[src/hdl/bpeh_pkg.sv]
`timescale 1ns / 1ps
// ----------------------------------------------------------------------------
// bpeh_pkg: shared types and constants for the bit position error histogram
// Command flags passed from the front end to the counter engine, the engine's
// state encoding and the fixed field widths of the ports.
// ----------------------------------------------------------------------------
package bpeh_pkg;

  localparam int unsigned BYTE_W      = 8;
  localparam int unsigned LEN_IN_W    = 11;
  localparam int unsigned INDEX_IN_W  = 10;
  localparam int unsigned POS_OUT_W   = 10;
  localparam int unsigned COUNT_OUT_W = 32;
  localparam int unsigned RESTART_W   = 16;

  localparam logic [COUNT_OUT_W-1:0] THRESHOLD_RESET = 32'd100;

  typedef enum logic {
    OP_COMPARE = 1'b0,
    OP_READ    = 1'b1
  } op_t;

  typedef struct packed {
    logic is_read;
    logic bit_error;
    logic frame_done;
    logic restarted;
    logic first;
    logic zero_read;
  } cmd_flags_t;

  typedef enum logic [3:0] {
    S_IDLE   = 4'b0001,
    S_CLEAR  = 4'b0010,
    S_READ   = 4'b0100,
    S_RESULT = 4'b1000
  } back_state_t;

endpackage

[src/hdl/bpeh_front.sv]
`timescale 1ns / 1ps
// ----------------------------------------------------------------------------
// bpeh_front: input classification and frame tracking
// Accepts transactions, clamps the frame length, tracks the bit position,
// frame length and restart count, and builds one command per transaction.
// ----------------------------------------------------------------------------
module bpeh_front #(
  parameter int MAX_POSITIONS = 1024,
  parameter int AW            = 10,
  parameter int LW            = 11
) (
  input  logic                                  clk,
  input  logic                                  rst,
  input  logic                                  in_valid,
  output logic                                  in_stall,
  input  logic                                  op,
  input  logic [bpeh_pkg::BYTE_W-1:0]           data_byte,
  input  logic [bpeh_pkg::BYTE_W-1:0]           ref_byte,
  input  logic [bpeh_pkg::LEN_IN_W-1:0]         frame_len,
  input  logic [bpeh_pkg::INDEX_IN_W-1:0]       read_index,
  input  logic                                  q_full,
  output logic                                  push,
  output bpeh_pkg::cmd_flags_t                  flags,
  output logic [AW-1:0]                         addr,
  output logic [AW-1:0]                         pos,
  output logic [LW-1:0]                         len,
  output logic [bpeh_pkg::RESTART_W-1:0]        rc
);
  import bpeh_pkg::*;

  logic [LW-1:0]        cur_len;
  logic [AW-1:0]        bit_pos;
  logic [RESTART_W-1:0] restarts;

  logic [LW-1:0]        eff_len;
  logic                 is_read;
  logic                 restart;
  logic [AW-1:0]        cnt_pos;
  logic [LW-1:0]        pos_inc;
  logic                 done;
  logic [RESTART_W-1:0] restarts_next;
  logic                 read_hit;

  always_comb begin
    // zero acts as one, anything past the counter array as the array size
    if (frame_len == '0) begin
      eff_len = LW'(1);
    end else if (32'(frame_len) > 32'(MAX_POSITIONS)) begin
      eff_len = LW'(MAX_POSITIONS);
    end else begin
      eff_len = LW'(frame_len);
    end
    is_read       = (op == OP_READ);
    restart       = !is_read && (eff_len != cur_len);
    cnt_pos       = restart ? '0 : bit_pos;
    pos_inc       = LW'(cnt_pos) + LW'(1);
    done          = !is_read && (pos_inc >= eff_len);
    restarts_next = (restart && cur_len != '0) ? restarts + RESTART_W'(1) : restarts;
    read_hit      = 32'(read_index) < 32'(cur_len);
  end

  assign in_stall = q_full;
  assign push     = in_valid && !q_full;

  always_comb begin
    flags.is_read    = is_read;
    flags.bit_error  = !is_read && (data_byte != ref_byte);
    flags.frame_done = done;
    flags.restarted  = restart;
    flags.first      = (cnt_pos == '0);
    flags.zero_read  = is_read && !read_hit;
    addr             = is_read ? AW'(read_index) : cnt_pos;
    pos              = is_read ? bit_pos : cnt_pos;
    len              = eff_len;
    rc               = restarts_next;
  end

  always_ff @(posedge clk) begin
    if (rst) begin
      cur_len  <= '0;
      bit_pos  <= '0;
      restarts <= '0;
    end else if (push && !is_read) begin
      cur_len  <= eff_len;
      bit_pos  <= done ? '0 : AW'(pos_inc);
      restarts <= restarts_next;
    end
  end

endmodule

[config.mk]
export PLATFORM = sky130hd
export DESIGN_NAME = bpeh_front
export DESIGN_NICKNAME = d
export VERILOG_FILES = /design/src/hdl/bpeh_pkg.sv /design/src/hdl/bpeh_front.sv
export SDC_FILE = /design/constraint.sdc
export NUM_CORES = 1
export LEC_CHECK = 0
export BUFFER_PORTS_ARGS = -buffer_cell sky130_fd_sc_hd__buf_4
export CAP_MARGIN = 20
export CORE_MARGIN = 2
export CORE_UTILIZATION = 35
export CTS_CLUSTER_SIZE = 28
export DETAILED_ROUTE_END_ITERATION = 16
export SLEW_MARGIN = 15
export SYNTH_ARGS = -nofsm -noshare
export SYNTH_HDL_FRONTEND = slang
export SYNTH_SLANG_ARGS = --single-unit
export TNS_END_PERCENT = 10
[constraint.sdc]
create_clock -name clk -period 9.2 [get_ports clk]
set_input_delay 1.84 -clock clk [delete_from_list [all_inputs] [get_ports clk]]
set_output_delay 1.84 -clock clk [all_outputs]
set_load 0.005 [all_outputs]
-- After elaboration in Yosys (flattened, before gate mapping)
Index checks and enable logic that the tools add are counted.
- add/subtract/negate cells: 2
- equal/unequal tests: 2
- reductions and logical operators: 13
- mux-type cells: 7
- magnitude comparators: 3
- operators by type and width (operator ; number):
    $mux W10 ; 4
    $mux W11 ; 2
    $add A16 B1 Y16 const B ; 1
    $mux W16 ; 1
    $add A10 B1 Y11 const B ; 1
    $ge A11 B11 Y1 ; 1
    $gt A11 B11 Y1 const B ; 1
    $logic_not A11 Y1 ; 1
    $lt A10 B11 Y1 ; 1
    $ne A11 B11 Y1 ; 1
    $reduce_bool A11 Y1 ; 1
    $logic_not A10 Y1 ; 1
    $ne A8 B8 Y1 ; 1
    $logic_and A1 B1 Y1 ; 7
    $logic_not A1 Y1 ; 3
- register bits: 37
- input bits: 42
- output and inout bits: 55

-- Logic depth before layout (Yosys ltp)
Gate-level depths: netlist of the first run.
- depth in word-level cells: 10
- depth in mapped cells: 25
- mapped depth without buffers: 22

-- Worst setup path after synthesis of the first run
OpenSTA, ideal clock, no wires.
- kind: input -> output
- start: in frame_len[7] (netlist name)
- end: out flags[3] (netlist name)
- path slack: 0.943 ns
- path buffers: 4
- stages: 23
- data arrival time: 6.417 ns
- cell sequence: or4_4 -> or4_4 -> a32o_1 -> nor4_4 -> or2_1 -> buf_4 -> buf_2 -> nand2_1 -> inv_1 -> ha_1 -> nand3_1 -> inv_1 -> nand3_1 -> xor2_1 -> nor2_1 -> ha_1 -> nand3_1 -> nor2_1 -> a221o_1 -> a31oi_1 -> buf_2 -> nor2_1 -> buf_4
- word-level cells in the longest chain between the ends: 9
- elaborated cells on any way between the ends: 10
- classes of those cells: 1 x add/sub; 2 x order compare; 1 x eq/ne; 3 x mux; 3 x reduce/logical
- RTL lines (what ; RTL line ; text):
    start, declared ; bpeh_front.sv:19 ; input logic [bpeh_pkg::LEN_IN_W-1:0] frame_len,
    $gt A11 B11 Y1 ; bpeh_front.sv:48 ; end else if (32'(frame_len) > 32'(MAX_POSITIONS)) begin
    $mux W11 ; bpeh_front.sv:48 ;
    $mux W11 (*) ; bpeh_front.sv:46 ; if (frame_len == '0) begin
    $ne A11 B11 Y1 ; bpeh_front.sv:54 ; restart = !is_read && (eff_len != cur_len);
    $logic_and A1 B1 Y1 ; bpeh_front.sv:54 ;
    $mux W10 ; bpeh_front.sv:55 ; cnt_pos = restart ? '0 : bit_pos;
    $add A10 B1 Y11 ; bpeh_front.sv:56 ; pos_inc = LW'(cnt_pos) + LW'(1);
    $ge A11 B11 Y1 (*) ; bpeh_front.sv:57 ; done = !is_read && (pos_inc >= eff_len);
    $logic_and A1 B1 Y1 (*) ; bpeh_front.sv:57 ;
    end, declared ; bpeh_front.sv:23 ; output bpeh_pkg::cmd_flags_t flags,
Every way passes the cells marked *; elsewhere a longest branch is shown, timed or not.

==> out/metrics.cfg, run 1 <==
[worst_setup_path]
path_common_cell=nor2_1
critPathBufInv=4
worst_path_max_delay_cell=or4_4
crit_chain=buf_4 -> or4_4 -> or4_4 -> a32o_1 -> nor4_4 -> buf_4 -> or2_1 -> nand2_1 -> inv_1 -> ha_1 -> nand3_1 -> nor2_1 -> nor2_1 -> nor2_1 -> nor2_1 -> ha_1 -> nand3_1 -> nor2_1 -> a221o_1 -> a31oi_1 -> nor2_1 -> buf_4
start_kind=primary input
arrival_ns=6.25
critical-path-top-delay-family=simple AND/OR/NAND/NOR gates
crit_type=primary input to output pin
max_stage_delay_ns=0.54
cp_max_fo=15
end_kind=output pin
critPathRequiredTime_ns=7.36

[synth]
syn_inst=480
synth_seq_cells=37
yosys_most_used_dff=dfxtp_1
netlist_top_cells_area=dfxtp_1 22%, nand2_1 8.8%, ha_1 8.4%
yosysWarningCount=0
synth_cell_types=56
syn_avg_cell_area_sq_um=7.176
synth_top_area_share_pct=21.50
synth_area_sq_mm=0.003445
synth_edf_count=0
postSynth.asyncResetShare_pct=0
synth_nets=545
yosys.area.top_type=dfxtp_1
seq_area_frac_synth_pct=21.50

[floorplanning]
fp.coreArea_sq_mm=0.009684
start_util_pct=35.57
die_area_sq_mm=0.01065
io_pins=97
dieWidth_microns=103.2
rows=36
die_h_microns=103.2

[sta]
drv_slew=0
max_freq_mhz=123.7
setup_viol=0
fin_crit_sh_pct=87.89
slew_headroom_pct=58.28
tightest_slew_ns=0.6211
tns_ns=0
hold_viol=0
setup_ws_ns=1.114
rsz0062_at_grt=false
fin_skew_ns=0.01706
layout_min_cycle_time_ns=8.086

[cts]
htree_levels=2
cts_tree=built
cts-hold-fix-buffers=0
cts_made_buffers=5
clock_path_buffers=2
ctsResizeCount=0
path_clk_slew_ns=0.08
cts-root-buf=clkbuf_8
clkSinkCount=37
postCtsSetupBuffers=0
clock_latency_ns=0.31

[cells_and_area]
antenna_cells=0
multi_input_area_sq_mm=0.002419
final_nets=619
nFillCells=990
seq_area_sq_um=740.7
areaGrowthSynthToFinish_pct=25.39
drive_gt1_share_pct=23.42

[drt]
vias=3597
via_per_inst=5.228
routedWlPerCell_microns=15.10
drt_iter0_markers=210
wirelength_microns=10390
dr.pass1.iters=5
ant_nets=0
drc=0

[pwr]
p_sw_share_pct=29.66
p_int_w=0.0002814
p_comb_share_pct=21.4
power.density_mw_per_mm2=92.63
p_clk_share_pct=37.7
p_leak_nw=1.867
pwr-share-seq_pct=40.8
p_switching_w=0.0001187
irDropWorstVdd_mv=0.05642

[placement]
gp_congestion=0.9554
hpwl_microns=7887
io_buffers=96
pre_cts_ws_ns=1.137

[run_status]
status=completed

[grt]
grt_pass1_wl_microns=16770
antenna_found_initial=0
grt_overflow=0
grt_pass1_vias=3357
grt_use_total_pct=19.89
grt_max_degree=50

[worst_hold_path]
min_path_type=flip-flop to flip-flop

[run]
maxCapViolCount=0

-- sequential cells by signal, indices dropped and copies added (netlist names) --
register  flops
restarts     16
bit_pos      10
cur_len      11
-- kinds of logic (layout without fill, tap and decap cells) --
family                   after synthesis  after routing  share of synthesized area [%]
adder cells (fa/ha/maj)               23             23                          8.355
XOR/XNOR                              37             37                          9.408
multiplexers                          13             13                          4.322
AND/OR/NAND/NOR                      237            237                          35.60
buffers and inverters                 64            139                          8.282
AO/OA/AOI/OAI                         69             69                          12.53
flip-flops                            37             37                          21.50
-- power by group through the flow --
stage / Sequential (W) / Clock (W) / Combinational [W]
after global placement: 0.000167 / 0 / 0.0000841
after detailed placement: 0.000167 / 0 / 0.0000861
after CTS: 0.000163 / 0.000154 / 0.0000864
after floorplan: 0.000166 / 0 / 0.0000479
final: 0.000163 / 0.000151 / 0.0000858
after global routing: 0.000164 / 0.000162 / 0.0000947
-- per-stage QoR --
step	hold slack (ns)	power (W)	area, sq um	utilization [%]	cells
5_1_grt	0.5471	0.0004206	4319	44.60	688
4_1_cts	0.5071	0.0004040	4319	44.60	688
3_5_place_dp	0.4951	0.0002532	4204	43.41	680
3_3_place_gp	0.4990	0.0002512	4193	43.29	679
2_1_floorplan	0.4622	0.0002143	3445	-	480
6_report	0.5141	0.0004001	4319	44.60	688
-- metal layers --
layer / track usage (%) / wire [microns] / vias up
met5: 0 / 0 / -
met1: 26.85 / 4639 / 1663
met4: 6.377 / 174 / 0
met3: 2.823 / 746 / 14
li1: - / - / 1789
met2: 32.82 / 4831 / 131
-- synthesized netlist by cell type, types with 2 or more instances --
cell type	n
clkbuf_1	24
and3_1	7
nor2_1	39
nand3b_1	3
or4_1	5
nor3_1	13
ha_1	23
or2_2	3
a21oi_1	23
a21o_1	5
buf_6	3
a31oi_1	7
nor4_4	2
nand2b_1	7
buf_2	3
and2_1	9
xor2_1	20
mux2_1	3
and4b_1	4
nor2b_1	17
xnor2_1	17
or4_4	2
nand2_1	81
buf_4	5
nor4_1	5
mux2_2	8
dfxtp_1	37
nand3_1	17
o21ai_0	15
o211ai_1	4
nand4_1	15
inv_1	28
and4_1	3
-- worst min-delay path, cell delays in order (launching register included) --
cell,delay [ns]
dfxtp_1,0.35
nand2_1,0.07
a21oi_1,0.06
-- final timing paths --
check / startpoint / end / slack, ns / depth (start not counted)
max: frame_len[7] / flags[3] / 1.11 / 22
min: cur_len[3] / cur_len[3] / 0.51 / 2
max reg2reg: cur_len[5] / bit_pos[9] / 4.61 / 22
min reg2reg: cur_len[3] / cur_len[3] / 0.51 / 2
-- cells in the final DEF (no fill, tap or decap), types with 13 or more instances in the layout --
cell     count
buf_4      101
nand2_1     81
nor2_1      39
dfxtp_1     37
inv_1       28
a21oi_1     23
ha_1        23
xor2_1      20
nand3_1     17
nor2b_1     17
xnor2_1     17
o21ai_0     15
nand4_1     15
nor3_1      13
-- cell type report --
cell class                      instances  area share, %
Multi-Input combinational cell        379          56.00
Timing Repair Buffer                  102          17.82
Sequential cell                        37          17.15
Tap cell                              133          3.853
Inverter                               29          2.520
Clock buffer                            5          1.593
Clock inverter                          3          1.072
No activity file was read; power rests on OpenSTA's default activity.
==> run 2: changes to the inputs <==
==> constraint.sdc (replaced) <==
create_clock -name clk -period 8 [get_ports clk]
set_input_delay 1.6 -clock clk [delete_from_list [all_inputs] [get_ports clk]]
set_output_delay 1.6 -clock clk [all_outputs]
set_load 0.005 [all_outputs]
==> run 2 against run 1 <==
- sequential share of layout area down 0.074 points
- non-clock buffer count unchanged
- power up 22%
- worst setup slack worse by 0.78 ns
- hold slack worse by 0.0021 ns
- combinational power up 14%
- final area up 0.43%
- die area unchanged
- wire length up 0.72%
- global-route usage down 0.31 points
==> out/metrics.cfg, run 2 (synthesized netlist as in run 1, its figures left out) <==
[drt]
routedWlPerCell_microns=15.21  ; +0.72%
ant_nets=0  ; unchanged
vias=3533  ; -1.8%
wirelength_microns=10470  ; +0.72%
drc=0  ; unchanged
via_per_inst=5.135  ; -1.8%
dr.pass1.iters=5  ; unchanged
drt_iter0_markers=228  ; +8.6%

[pwr]
p_sw_share_pct=27.12  ; -2.5 points
pwr-share-seq_pct=38.5  ; -2.3 points
p_int_w=0.0003554  ; +26%
p_switching_w=0.0001323  ; +11%
p_clk_share_pct=41.4  ; +3.7 points
p_comb_share_pct=20.1  ; -1.3 points
total_power_w=0.0004877  ; +22%
power.density_mw_per_mm2=112.4  ; +21%
p_leak_nw=1.881  ; +0.73%
irDropWorstVdd_mv=0.08871  ; +57%

[sta]
setup_viol=0  ; unchanged
layout_min_cycle_time_ns=7.671
fin_crit_sh_pct=95.88
tns_ns=0  ; unchanged
slew_headroom_pct=54.28  ; -4.0 points
hold_viol=0  ; unchanged
tightest_slew_ns=0.6821  ; +0.06095 ns
drv_slew=0  ; unchanged
max_freq_mhz=130.4
rsz0062_at_grt=false
fin_skew_ns=0.006431  ; -0.01063 ns

[worst_setup_path]
critPathRequiredTime_ns=6.40  ; -0.96 ns
worstSetupStartpoint=frame_len[7]
arrival_ns=6.07  ; -0.18 ns
critical-path-top-delay-family=simple AND/OR/NAND/NOR gates
crit_chain=buf_4 -> or4_4 -> or4_4 -> a32o_1 -> nor4_4 -> or2_1 -> nand2_1 -> inv_1 -> ha_1 -> nand3_1 -> nor2_1 -> nor2_1 -> nor2_1 -> nor2_1 -> ha_1 -> nand3_1 -> nor2_1 -> a221o_1 -> a31oi_1 -> nor2_1 -> buf_4
r2r-end=bit_pos[8]
cp_max_fo=12  ; -3
end_kind=output pin
crit_type=primary input to output pin
reg2reg_depth=21  ; -4.5%
start_kind=primary input
worst_path_max_delay_cell=or4_4
critPathBufInv=3  ; -1
worstReg2RegStart=cur_len[9]
max_stage_delay_ns=0.54  ; about the same
r2r_slack_ns=3.34  ; -1.27 ns
path_common_cell=nor2_1

[cts]
cts-root-buf=clkbuf_8
clock_latency_ns=0.30  ; about the same
htree_levels=2  ; unchanged
cts-hold-fix-buffers=0  ; unchanged
postCtsSetupBuffers=0  ; unchanged
path_clk_slew_ns=0.08  ; about the same
clkSinkCount=37  ; unchanged
ctsResizeCount=0  ; unchanged
clock_path_buffers=2  ; unchanged
cts_made_buffers=5  ; unchanged
cts_tree=built

[floorplanning]
fp.coreArea_sq_mm=0.009684  ; unchanged
start_util_pct=35.57  ; unchanged
die_area_sq_mm=0.01065  ; unchanged
io_pins=97  ; unchanged
rows=36  ; unchanged
dieWidth_microns=103.2  ; unchanged
die_h_microns=103.2  ; unchanged

[grt]
grt_overflow=0  ; unchanged
grt_pass1_vias=3260  ; -2.9%
grt_use_total_pct=19.58  ; -0.31 points
grt_pass1_wl_microns=16430  ; -2.1%
grt_max_degree=50  ; unchanged
antenna_found_initial=0  ; unchanged

[cells_and_area]
fin_area_sq_mm=0.004338  ; +0.43%
antenna_cells=0  ; unchanged
drive_gt1_share_pct=23.42  ; unchanged
nFillCells=1008  ; +1.8%
final_cell_mix=102 x buf_4, 81 x nand2_1, 39 x nor2_1, 37 x dfxtp_1, 28 x inv_1
final_common_cell=buf_4
top_regs=restarts: 16 flops, cur_len: 11 flops, bit_pos: 10 flops
final_nets=619  ; unchanged
largest_register_ffs=16  ; unchanged
areaGrowthSynthToFinish_pct=25.94
regMostFlops=restarts

[worst_hold_path]
holdPathEnd=cur_len[7]
hold_path_depth=2  ; unchanged
min_path_type=flip-flop to flip-flop
hp-start=cur_len[7]

[placement]
placed_area_sq_mm=0.004200  ; about the same
io_buffers=96  ; unchanged
gp_congestion=0.9178  ; -3.9%
hpwl_microns=7987  ; +1.3%

[run_status]
status=completed

[run]
maxCapViolCount=0  ; unchanged

==> run 2: cell type report <==
type | instances | area, sq um | area share, %
Tap cell | 133 | 166.4 | 3.836
Sequential cell | 37 | 740.7 | 17.08
Clock inverter | 3 | 68.82 | 1.586
Multi-Input combinational cell | 379 | 2419 | 55.75
Clock buffer | 5 | 68.82 | 1.586
Timing Repair Buffer | 102 | 765.7 | 17.65
Inverter | 29 | 108.9 | 2.509
==> run 2: worst max-delay path by stage <==
stage / end / slack, ns / cells past startpoint
after floorplan: flags[3] / 0.22 / 23
after global placement: flags[3] / 0.55 / 21
after detailed placement: flags[3] / 0.41 / 21
after CTS: flags[3] / 0.39 / 21
after global routing: flags[3] / 0.04 / 21
final: flags[3] / 0.33 / 21
==> run 2: through the flow <==
step	utilization [%]	hold slack, ns	std cells	worst slack (ns)
after global placement	43.37	0.4874	680	0.5523
after floorplan	-	0.4622	480	0.2234
after global routing	44.79	0.5296	688	0.04011
after detailed placement	43.37	0.5062	680	0.4114
final	44.79	0.5120	688	0.3293
after CTS	44.79	0.5133	688	0.3856
==> run 2: power groups by stage <==
stage	clock, W	sequential (W)	combinational (W)
after floorplan	0	0.000191	0.0000551
after global placement	0	0.000192	0.0000974
after detailed placement	0	0.000192	0.0000987
after CTS	0.000207	0.000188	0.0000991
after global routing	0.000213	0.000188	0.000109
final	0.000202	0.000188	0.0000981
==> run 2: per-layer routing <==
metal / vias to the layer above / wire length (microns) / GRT usage, %
met5: - / 0 / 0
met4: 0 / 203 / 5.162
met3: 13 / 737 / 3.024
met2: 107 / 4715 / 31.87
met1: 1626 / 4810 / 27.08
li1: 1787 / - / -
==> run 2: worst min-delay path, delay by kind of cell, from the launching register on <==
family / cells / cell delay (ns)
flip-flops: 1 / 0.35
AND/OR/NAND/NOR: 1 / 0.07
AO/OA/AOI/OAI: 1 / 0.06
