### src/hdl/bpeh_pkg.sv
`timescale 1ns / 1ps
// ----------------------------------------------------------------------------
// bpeh_pkg: shared types and constants for the bit position error histogram
// Command flags passed from the front end to the counter engine, the engine's
// state encoding and the fixed field widths of the ports.
// ----------------------------------------------------------------------------
package bpeh_pkg;

  localparam int unsigned BYTE_W      = 8;
  localparam int unsigned LEN_IN_W    = 11;
  localparam int unsigned INDEX_IN_W  = 10;
  localparam int unsigned POS_OUT_W   = 10;
  localparam int unsigned COUNT_OUT_W = 32;
  localparam int unsigned RESTART_W   = 16;

  localparam logic [COUNT_OUT_W-1:0] THRESHOLD_RESET = 32'd100;

  typedef enum logic {
    OP_COMPARE = 1'b0,
    OP_READ    = 1'b1
  } op_t;

  typedef struct packed {
    logic is_read;
    logic bit_error;
    logic frame_done;
    logic restarted;
    logic first;
    logic zero_read;
  } cmd_flags_t;

  typedef enum logic [3:0] {
    S_IDLE   = 4'b0001,
    S_CLEAR  = 4'b0010,
    S_READ   = 4'b0100,
    S_RESULT = 4'b1000
  } back_state_t;

endpackage

### src/hdl/bpeh_queue.sv
`timescale 1ns / 1ps
// ----------------------------------------------------------------------------
// bpeh_queue: command queue between front end and counter engine
// Small register FIFO; lets either side stall without holding the other.
// ----------------------------------------------------------------------------
module bpeh_queue #(
  parameter int WIDTH = 8,
  parameter int DEPTH = 2
) (
  input  logic             clk,
  input  logic             rst,
  input  logic             push,
  input  logic [WIDTH-1:0] wdata,
  output logic             full,
  input  logic             pop,
  output logic             valid,
  output logic [WIDTH-1:0] rdata
);
  import bpeh_pkg::*;

  localparam int PW = (DEPTH > 1) ? $clog2(DEPTH) : 1;
  localparam int QW = $clog2(DEPTH + 1);

  logic [WIDTH-1:0] entries [DEPTH];
  logic [PW-1:0]    wr_ptr;
  logic [PW-1:0]    rd_ptr;
  logic [QW-1:0]    count;

  assign full  = (count == QW'(DEPTH));
  assign valid = (count != '0);
  assign rdata = entries[rd_ptr];

  always_ff @(posedge clk) begin
    if (push) begin
      entries[wr_ptr] <= wdata;
    end
  end

  always_ff @(posedge clk) begin
    if (rst) begin
      wr_ptr <= '0;
      rd_ptr <= '0;
      count  <= '0;
    end else begin
      if (push) begin
        wr_ptr <= (wr_ptr == PW'(DEPTH - 1)) ? '0 : wr_ptr + PW'(1);
      end
      if (pop) begin
        rd_ptr <= (rd_ptr == PW'(DEPTH - 1)) ? '0 : rd_ptr + PW'(1);
      end
      if (push && !pop) begin
        count <= count + QW'(1);
      end else if (pop && !push) begin
        count <= count - QW'(1);
      end
    end
  end

  a_no_push_when_full: assert property (@(posedge clk) disable iff (rst)
    full |-> !push)
    else $error("queue written while full");

  a_no_pop_when_empty: assert property (@(posedge clk) disable iff (rst)
    pop |-> count != '0)
    else $error("queue read while empty");

  a_fill_steps: assert property (@(posedge clk) disable iff (rst)
    (push && !pop) |=> count == $past(count) + QW'(1))
    else $error("queue fill count did not advance on a push");

endmodule

### config.mk
export PLATFORM = sky130hd
export DESIGN_NAME = bpeh_queue
export DESIGN_NICKNAME = d
export VERILOG_FILES = /design/src/hdl/bpeh_pkg.sv /design/src/hdl/bpeh_queue.sv
export SDC_FILE = /design/constraint.sdc
export NUM_CORES = 1
export LEC_CHECK = 0
export BUFFER_PORTS_ARGS = -buffer_cell sky130_fd_sc_hd__buf_2
export CAP_MARGIN = 25
export CORE_MARGIN = 2
export CORE_UTILIZATION = 45
export DETAILED_ROUTE_END_ITERATION = 10
export GPL_ROUTABILITY_DRIVEN = 0
export GPL_TIMING_DRIVEN = 0
export PLACE_DENSITY = 0.71
export SETUP_SLACK_MARGIN = 0.4
export SLEW_MARGIN = 0
export SYNTH_ARGS = -nofsm -noshare
export SYNTH_HDL_FRONTEND = slang
export SYNTH_SLANG_ARGS = --single-unit
### constraint.sdc
create_clock -name clk -period 3.4 [get_ports clk]
set_clock_uncertainty 0.05 [all_clocks]
set_input_delay 0.17 -clock clk [delete_from_list [all_inputs] [get_ports clk]]
set_output_delay 0.17 -clock clk [all_outputs]
set_load 0.01 [all_outputs]
==> Word level (Yosys, flattened, before mapping) <==
Memories as Yosys holds them, arrays and structs flattened. A register that Yosys moved wholly into a read port is not among the register bits.
Index checks and enable logic that the tools add are counted.
W data, S select, Z words.
{ "op_classes": {"n_addsub": 4, "multipliers": 0, "n_reduce_logical": 6, "n_lt_le_gt_ge": 0, "n_shift": 0, "n_eq_ne": 1, "bitwise": 0, "muxes": 8, "div": 0} }
{ "op_table": {"columns": ["operator", "count"], "rows": [
  ["$mux W1", 6],
  ["$mux W2", 2],
  ["$reduce_bool A2 Y1", 2],
  ["$add A1 B1 Y1 const B", 2],
  ["$add A2 B1 Y2 const B", 1],
  ["$eq A2 B2 Y1 const B", 1],
  ["$logic_and A1 B1 Y1", 2],
  ["$logic_not A1 Y1", 2],
  ["$sub A2 B1 Y2 const B", 1]
]} }
{ "word_totals": {"ramBits": 16, "romBits": 0, "latchBits": 0, "register_bits": 4, "n_memories": 1, "elab_cells": 23} }
{ "mem_list": {"columns": ["name", "depth", "word_bits", "read_ports", "rd_clocked_by_memory_dff", "wr", "line_no", "text"], "rows": [
  ["entries", 2, 8, 1, 1, 1, "bpeh_queue.sv:24", "logic [WIDTH-1:0] entries [DEPTH];"]
]} }

==> Longest topological paths before layout <==
Gate-level depths: netlist of the first run.
{ "logic_depth": {"ltp_word": 4, "depth_mapped": 5, "depth_no_buf": 5} }

==> Least setup slack after synthesis of the first run <==
Ideal clock, no wire load.
{ "synth_path": {"path_kind": "reg2reg", "start": "reg wr_ptr", "end": "mem entries[0][0], enable pin", "slack_ns": 2.262, "period_less_slack_ns": 1.138, "path_buffers": 0, "stages_incl_launch_ff": 2, "t_arrival_ns": 0.715, "path_cell_list": "dfxtp_1 nor2b_1"} }
{ "synth_lines": {"columns": ["item", "line_no", "text"], "rows": [
  ["start: declaration", "bpeh_queue.sv:25", "logic [PW-1:0] wr_ptr;"],
  ["start signal: assignment", "bpeh_queue.sv:46", "wr_ptr <= (wr_ptr == PW'(DEPTH - 1)) ? '0 : wr_ptr + PW'(1);"],
  ["end: declaration", "bpeh_queue.sv:24", null]
]} }
No word-level cell before the write port.

==> results of run 1 <==
cells by family (layout without fill, tap and decap cells):
kind of cell / Yosys count / in the layout / share of synthesized area
compound gates: 2 / 2 / 0.01273
buf+inv: 2 / 35 / 0.01114
mux: 8 / 8 / 0.1147
simple gates: 9 / 9 / 0.06212
xor+xnor: 4 / 4 / 0.04459
flops: 21 / 21 / 0.7389
fa+ha+maj: 1 / 1 / 0.01592
worst max-delay path: stages (launching register included):
cell	delay (ns)
dfxtp_1	0.32
buf_2	0.20
mux2_2	0.36
buf_2	0.14
per-stage QoR:
step	util	area, um^2
2_1_floorplan	-	785.8
3_3_place_gp	0.5400	912.1
3_5_place_dp	0.5400	912.1
4_1_cts	0.5919	999.7
5_1_grt	0.6037	1020
6_report	0.6037	1020
cells in the mapped netlist:
cell	n	area share
inv_1	1	0.0048
edfxtp_1	16	0.61
nor2b_1	1	0.0080
and2b_2	1	0.011
mux2_2	8	0.11
dfxtp_1	5	0.13
ha_1	1	0.016
and2_1	1	0.0080
xor2_1	2	0.022
a21oi_1	1	0.0064
xnor2_1	2	0.022
or2_2	1	0.0080
nor2_1	4	0.019
or3_1	1	0.0080
buf_2	1	0.0064
o21ai_0	1	0.0064
power by group:
group,leakage (nW),switching (mW),internal (mW)
combinational,0.208,0.0362,0.0431
sequential,0.192,0.00704,0.296
clock,0.0177,0.0714,0.0438
total,0.417,0.115,0.383
state kept, by name, indices dropped and copies added, names as in the netlist, named ones only:
signal / flops
count: 2
entries: 16
wr_ptr: 1
rd_ptr: 1
worst max-delay path by stage:
stage                 from            end  slack [ns]  cells past startpoint
CTS                   flop       rdata[1]        1.84                      3
global placement      push  entries[0][5]        2.06                      2
detailed placement    push  entries[0][5]        2.09                      2
global route          flop       rdata[1]        1.79                      3
finish                flop       rdata[1]        1.86                      3
floorplan           wr_ptr  entries[0][0]        2.26                      1
layer usage:
metal  global-route usage  part of all wire  vias up
li1                     -                 -      235
met1               0.1192              0.43      212
met2               0.1915              0.46       16
met3              0.04365             0.078        4
met4               0.1200             0.033        0
met5                    0                 0        -
final cells by class:
type | instances | area [um^2]
repair buffers | 29 | 185.2
flip-flops and latches | 21 | 580.6
clock buffers | 3 | 22.52
clock inverters | 1 | 5.005
well taps | 17 | 21.27
fillers | 143 | 669.4
multi-input cells | 24 | 196.4
inverters | 1 | 3.754
plain buffers | 1 | 5.005
==> flow_summary_export.csv, run 1 <==
group,metric,value,unit
status,status,"finished clean",
timing,grt_setup_unrepaired,"false",
worst_setup_path,worst_r2r_startpoint,"wr_ptr",
final_layout,final_cells,97,
cts,cts_buffers,3,
yosys,synth_warnings,0,
global_route,antenna_found_initial,0,
worst_setup_path,critical_path_class,"flop to primary output",
drt,wirelength,1.106,mm
drt,vias,467,
drt,drt_iter0_drc,7,
die,die_w,45.79,um
drt,wl_per_cell,11.40,um
timing,fmax,649.5,MHz
power,p_leak,0.4171,nW
cts,post_cts_buffers,0,
drt,route.detailed.drc,0,
placement,dp.cells,85,
global_route,track_usage,0.1214,
cts,cts_hold_buf,6,
die,die_area,2096,um^2
cts,cts_root_buffer,"clkbuf_4",
global_route,grt_pass1_wl,1.628,mm
worst_setup_path,cp.required,3.18,ns
drt,dr.pass1.iters,2,
timing,hold_viol,0,
final_layout,area_growth,29.78,%
timing,tightest_slew,0.6981,ns
global_route,first_global_vias,397,
power,ir_drop,0.0002421,V
drt,via_per_inst,4.814,
worst_setup_path,rr_endpoint,"entries[0][4]",
final_layout,layout_commonest_cell,"buf_2",
yosys,avgSynthCellArea,16.72,um^2
yosys,synth-seq-cells,21,
drt,ant_nets,0,
min_path,hp-start,"rst",
min_path,hp-class,"primary input to flop",
timing,hold_slack,0.02062,ns
worst_setup_path,critPathCaptureType,"primary output",
power,powerDensity,488.1,nW/um^2
worst_setup_path,cp_max_fo,8,
global_route,grt_max_degree,13,
global_route,overflow,0,
yosys,synthCells,47,
cts,clkTransAtPathRegs,0.11,ns
yosys,synth_area,785.8,um^2
placement,hpwl,720.7,um
yosys,synth.distinct_cells,16,
cts,max-clock-path-buffers,2,
final_layout,antenna_cells,0,
min_path,holdPathStages,2,
worst_setup_path,rrSetupSlack,2.10,ns
die,coreArea,1689,um^2
timing,min_period,1.540,ns
timing,fin_ws,1.860,ns
final_layout,drive_gt1_frac,0.4500,
final_layout,fin_nets,94,
cts,htree_levels,1,
worst_setup_path,startpoint_type,"flop",
timing,finalMaxSlewViolations,0,
timing,setup_tns,0,ns
yosys,yosysSeqAreaShare,0.7389,
die,start_util,0.4652,
die,die_h,45.79,um
worst_setup_path,rr_worst_depth,1,
timing,finalCritPeriodShare,0.4529,
job,maxCapViolCount,0,
placement,port_buffers,21,
yosys,syn_nets,60,
cts,cts_sinks,21,
final_layout,final_cell_mix,"buf_2 (22), edfxtp_1 (16), mux2_2 (8), dlygate4sd3_1 (8), dfxtp_1 (5)",
die,io_pins,22,
cts,cts_resized,0,
worst_setup_path,arrival,1.32,ns
placement,dp_worst_setup_slack,2.087,ns
timing,setup_viol,0,
die,fp-row-count,15,
cts,cts_tree,"done",
cts,clock_latency,0.30,ns
power,power.total,0.4978,mW
timing,slew-limit-headroom,0.5337,
min_path,min_to,"wr_ptr",
(Power assumes the default switching activity.)
==> run 2: changes to the inputs <==
Settings changed: CORE_UTILIZATION 45 to 44, PLACE_DENSITY 0.71 to 0.73.
Clock period 3.4 ns to 1.34 ns, I/O delays scaled along.
==> run 2 against run 1 <==
Setup slack worse by 1.9 ns. Non-clock buffer count rose by 4. Cell count rose by 12%. Combinational power rose to 4.0 times the previous value. Power grew to 2.8 times the previous value. Design area increased by 18%. Utilization rose by 10 points. Critical path type unchanged.
==> flow_summary_export.csv, run 2 (synthesis results as in run 1) <==
group,metric,value,unit
power,clkPwrFrac,0.210,
status,status,"finished clean",
die,die_w,46.26,um
timing,finalCritPeriodShare,0.9927,
drt,ant_nets,0,
min_path,holdPathStages,3,
final_layout,drive_gt1_frac,0.5595,
cts,cts_buffers,3,
worst_setup_path,worst_r2r_startpoint,"count[0]",
drt,wl_per_cell,11.29,um
power,seq_power_share,0.561,
global_route,grt_pass1_wl,2.139,mm
worst_setup_path,critical_path_class,"flop to primary output",
final_layout,n_fill_cell,115,
die,io_pins,22,
power,p_sw_frac,0.2298,
drt,vias,481,
cts,max-clock-path-buffers,2,
worst_setup_path,cp_max_fo,8,
drt,dr.pass1.iters,1,
timing,min_period,1.330,ns
worst_setup_path,cp.required,1.22,ns
timing,setup_viol,0,
cts,clkTransAtPathRegs,0.11,ns
timing,fmax,751.8,MHz
power,switchingPower,0.3192,mW
placement,hpwl,768.5,um
power,powerDensity,1151,nW/um^2
die,die_area,2140,um^2
placement,dpl-instance-area,933.4,um^2
drt,wl_met2,635,um
final_layout,antenna_cells,0,
global_route,overflow,0,
final_layout,final_cell_mix,"edfxtp_1 (16), buf_2 (11), dlygate4sd3_1 (10), buf_6 (10), mux2_4 (8)",
cts,cts_root_buffer,"clkbuf_4",
die,fp-row-count,15,
drt,route.detailed.drc,0,
power,ir_drop,0.0008181,V
power,power.total,1.389,mW
drt,via_per_inst,4.413,
cts,clock_latency,0.29,ns
final_layout,area_growth,53.50,%
die,start_util,0.4601,
final_layout,final_cells,109,
global_route,antenna_found_initial,0,
worst_setup_path,max_stage_delay,0.35,ns
drt,m1WireLength,529,um
cts,cts_tree,"done",
drt,wl_met3,47,um
final_layout,fin_nets,98,
worst_setup_path,rr_worst_depth,3,
min_path,min_to,"wr_ptr",
worst_setup_path,worst-path-buf-inv,2,
timing,grt_setup_unrepaired,"true",
final_layout,top_regs,"entries (16), count (2)",
timing,hold_viol,0,
global_route,track_usage,0.1542,
job,maxCapViolCount,0,
power,p_comb_frac,0.230,
worst_setup_path,rrSetupSlack,0.25,ns
cts,htree_levels,1,
worst_setup_path,arrival,1.21,ns
final_layout,largest_register_ffs,16,
timing,tightest_slew,0.2611,ns
final_layout,regMostFlops,"entries",
global_route,first_global_vias,476,
drt,drt_iter0_drc,0,
final_layout,layout_commonest_cell,"edfxtp_1",
final_layout,final_area,1206,um^2
min_path,hp-class,"primary input to flop",
power,p_int,1.070,mW
worst_setup_path,crit_slowest_cell,"dfxtp_2",
die,die_h,46.26,um
power,p_leak,0.4982,nW
min_path,hp-start,"push",
drt,routed.top_layer,"met4",
worst_setup_path,startpoint_type,"flop",
timing,finalMaxSlewViolations,0,
placement,dp.cells,93,
timing,slew-limit-headroom,0.8256,
global_route,grt_max_degree,13,
die,coreArea,1708,um^2
worst_setup_path,critPathCaptureType,"primary output",
placement,port_buffers,21,
cts,cts_sinks,21,
drt,wirelength,1.231,mm
worst_setup_path,cp_cell_sequence,"buf_8 -> mux2_4 -> buf_6",
worst_setup_path,crit_family,"flip-flops",
worst_setup_path,rr_endpoint,"count[1]",
## run 2: cell types whose count changed in the layout (fill, tap and decap cells not counted), moves of 4 or more
cell     change
buf_2       -11
mux2_2       -8
mux2_4       +8
dfxtp_1      -4
buf_6       +10
## run 2: layer usage
metal	GRT usage	vias up
li1	-	246
met1	0.1985	221
met2	0.2167	12
met3	0.04314	2
met4	0.1200	0
met5	0	-
## run 2: final cells by class
| type | instances | area [um^2] | share of cell area |
|---|---|---|---|
| flip-flops and latches | 21 | 590.6 | 0.4896 |
| repair buffers | 33 | 282.8 | 0.2344 |
| multi-input cells | 24 | 255.2 | 0.2116 |
| well taps | 25 | 31.28 | 0.02593 |
| clock buffers | 3 | 22.52 | 0.01867 |
| plain buffers | 1 | 15.01 | 0.01245 |
| clock inverters | 1 | 5.005 | 0.004149 |
| inverters | 1 | 3.754 | 0.003112 |
## run 2: worst max path at each step
stage,end,slack [ns],cells after the start,from
final,rdata[6],0.01,3,flop
after CTS,rdata[6],-0.005,3,flop
after global routing,rdata[6],-0.05,3,flop
after global placement,rdata[6],0.23,3,flop
after detailed placement,count[1],0.22,4,push
after floorplan,count[1],0.36,3,count[0]
## run 2: power groups by stage
stage / Sequential (mW) / Combinational [mW] / Clock (mW)
6_report: 0.779 / 0.319 / 0.291
5_1_grt: 0.783 / 0.348 / 0.329
4_1_cts: 0.777 / 0.309 / 0.304
3_5_place_dp: 0.788 / 0.191 / 0
3_3_place_gp: 0.785 / 0.186 / 0
2_1_floorplan: 0.783 / 0.122 / 0
## run 2: what timing repair did
item,in CTS,in global routing
endpoints found under the setup margin,27,27
pin swaps,3,2
hold buffers,10,0
hold endpoints to repair,21,0
resized for setup,26,4
setup buffers,2,0
## run 2: per-stage QoR
stage          worst slack (ns)  hold slack (ns)  TNS [ns]    util
6_report               0.009839          0.02930         0  0.7062
3_3_place_gp             0.2324           0.2036         0  0.5465
3_5_place_dp             0.2172           0.2088         0  0.5465
4_1_cts               -0.005309          0.02459  -0.01185  0.6952
2_1_floorplan            0.3563          0.08197         0       -
5_1_grt                -0.04787          0.03326   -0.2889  0.7062
## run 2: worst min-delay path: stages
cell and delay [ns]:
buf_2 0.13, xnor2_1 0.07, nor2_1 0.08
==> run 3: changes to the inputs <==
Settings changed: CORE_UTILIZATION 44 to 45, PLACE_DENSITY 0.73 to 0.71.
Clock period 1.34 ns to 1.65 ns, I/O delays scaled along.
==> run 3 against run 2 <==
Setup slack gained 0.29 ns. Hold slack lost 0.014 ns. Utilization shrank 4.1 points. Clock-buffer cell count is the same. Via count shrank 0.83%. Flip-flop and latch count is the same. Sequential share of layout area grew 2.8 points. Critical path depth is the same. Critical path type unchanged. Largest cell class unchanged.
==> flow_summary_export.csv, run 3 (synthesis results as in run 1) <==
group,metric,value,unit
final_layout,regMostFlops,"entries",
drt,ant_nets,0,
timing,setup_viol,0,
timing,finalMaxSlewViolations,0,
min_path,holdPathStages,3,
min_path,hp-start,"pop",
final_layout,register_area,581.8,um^2
worst_setup_path,critical_path_class,"flop to primary output",
cts,clkTransAtPathRegs,0.12,ns
drt,vias,477,
power,powerDensity,968.4,nW/um^2
global_route,grt_pass1_wl,1.918,mm
cts,htree_levels,1,
timing,tightest_slew,0.4306,ns
timing,setup_tns,0,ns
final_layout,final_cell_mix,"edfxtp_1 (16), buf_2 (13), dlygate4sd3_1 (9)",
worst_setup_path,cp_max_fo,8,
worst_setup_path,worst_r2r_startpoint,"wr_ptr",
final_layout,layout_commonest_cell,"edfxtp_1",
die,die_area,2096,um^2
die,coreArea,1689,um^2
job,maxCapViolCount,0,
final_layout,area_growth,42.99,%
cts,max-clock-path-buffers,2,
final_layout,multi_input_area,229.0,um^2
final_layout,top_regs,"entries (16), count (2)",
cts,clock_latency,0.30,ns
final_layout,antenna_cells,0,
die,start_util,0.4652,
final_layout,n_fill_cell,131,
timing,min_period,1.351,ns
drt,wirelength,1.216,mm
timing,grt_setup_unrepaired,"true",
drt,wl_per_cell,12.41,um
die,io_pins,22,
drt,via_per_inst,4.867,
power,p_leak,0.4722,nW
die,die_w,45.79,um
global_route,overflow,0,
drt,drt_iter0_drc,9,
cts,cts_tree,"done",
timing,hold_slack,0.01538,ns
cts,post_cts_buffers,0,
timing,fmax,740.4,MHz
power,power.total,1.088,mW
worst_setup_path,rr_worst_depth,1,
timing,hold_viol,0,
cts,cts_sinks,21,
timing,finalCritPeriodShare,0.8185,
timing,slew-limit-headroom,0.7116,
power,ir_drop,0.0005323,V
worst_setup_path,cp.required,1.52,ns
drt,dr.pass1.iters,4,
status,status,"finished clean",
worst_setup_path,arrival,1.22,ns
placement,hpwl,720.7,um
worst_setup_path,rr_endpoint,"entries[1][5]",
placement,dp.cells,85,
final_layout,largest_register_ffs,16,
final_layout,drive_gt1_frac,0.4691,
final_layout,final_cells,98,
worst_setup_path,critPathCaptureType,"primary output",
global_route,first_global_vias,428,
die,die_h,45.79,um
global_route,antenna_found_initial,0,
placement,port_buffers,21,
worst_setup_path,startpoint_type,"flop",
worst_setup_path,rrSetupSlack,0.51,ns
min_path,hp-class,"primary input to flop",
die,fp-row-count,15,
global_route,grt_max_degree,13,
final_layout,fin_nets,95,
cts,cts_buffers,3,
cts,cts_root_buffer,"clkbuf_4",
global_route,track_usage,0.1397,
drt,route.detailed.drc,0,
[run 3: cell count changes in the layout (fill, tap and decap cells not counted), sizes merged]
cell / change
dlygate4sd3: -1
buf: -2
[run 3: timing repair]
| item | in CTS | in global routing |
|---|---|---|
| cloned | 0 | 0 |
| setup endpoints to repair | 16 | 8 |
| hold buffers | 9 | 0 |
| resized for setup | 21 | 0 |
| hold endpoints to repair | 21 | 0 |
| pin swaps | 0 | 0 |
[run 3: critical path, stage by stage, from the launching register on]
cell     delay, ns
dfxtp_2       0.35
buf_8         0.14
mux2_4        0.31
buf_6         0.12
[run 3: worst max path at each step]
stage	start	end	slack, ns	cells past startpoint
floorplan	wr_ptr	entries[0][0]	0.51	1
global placement	wr_ptr	entries[0][5]	0.32	1
detailed placement	wr_ptr	entries[0][5]	0.34	1
CTS	flop	rdata[3]	0.29	3
global route	flop	rdata[5]	0.26	3
finish	flop	rdata[5]	0.30	3
[run 3: where the power goes]
| part | internal [mW] | total (mW) | leakage [nW] | switching (mW) |
|---|---|---|---|---|
| clock network | 0.0904 | 0.243 | 0.0177 | 0.153 |
| logic | 0.133 | 0.217 | 0.262 | 0.0839 |
| registers | 0.611 | 0.628 | 0.192 | 0.0173 |
[run 3: per-stage QoR]
step	worst slack [ns]	instance area, um^2	util
2_1_floorplan	0.5123	785.8	-
3_3_place_gp	0.3174	912.1	0.5400
3_5_place_dp	0.3426	912.1	0.5400
4_1_cts	0.2912	1124	0.6652
5_1_grt	0.2595	1124	0.6652
6_report	0.2995	1124	0.6652
[run 3: cell type report]
cell class / count / share of cell area
inverter: 1 / 0.003341
multi-input combinational: 24 / 0.2038
tap: 17 / 0.01893
clock buffer: 3 / 0.02004
timing repair buffer: 30 / 0.2183
sequential: 21 / 0.5178
buffer: 1 / 0.01336
clock inverter: 1 / 0.004454
[run 3: layer usage]
metal,track usage,share of wire
met4,0.1200,0.030
met2,0.2085,0.47
met1,0.1606,0.44
met3,0.04365,0.063
met5,0,0
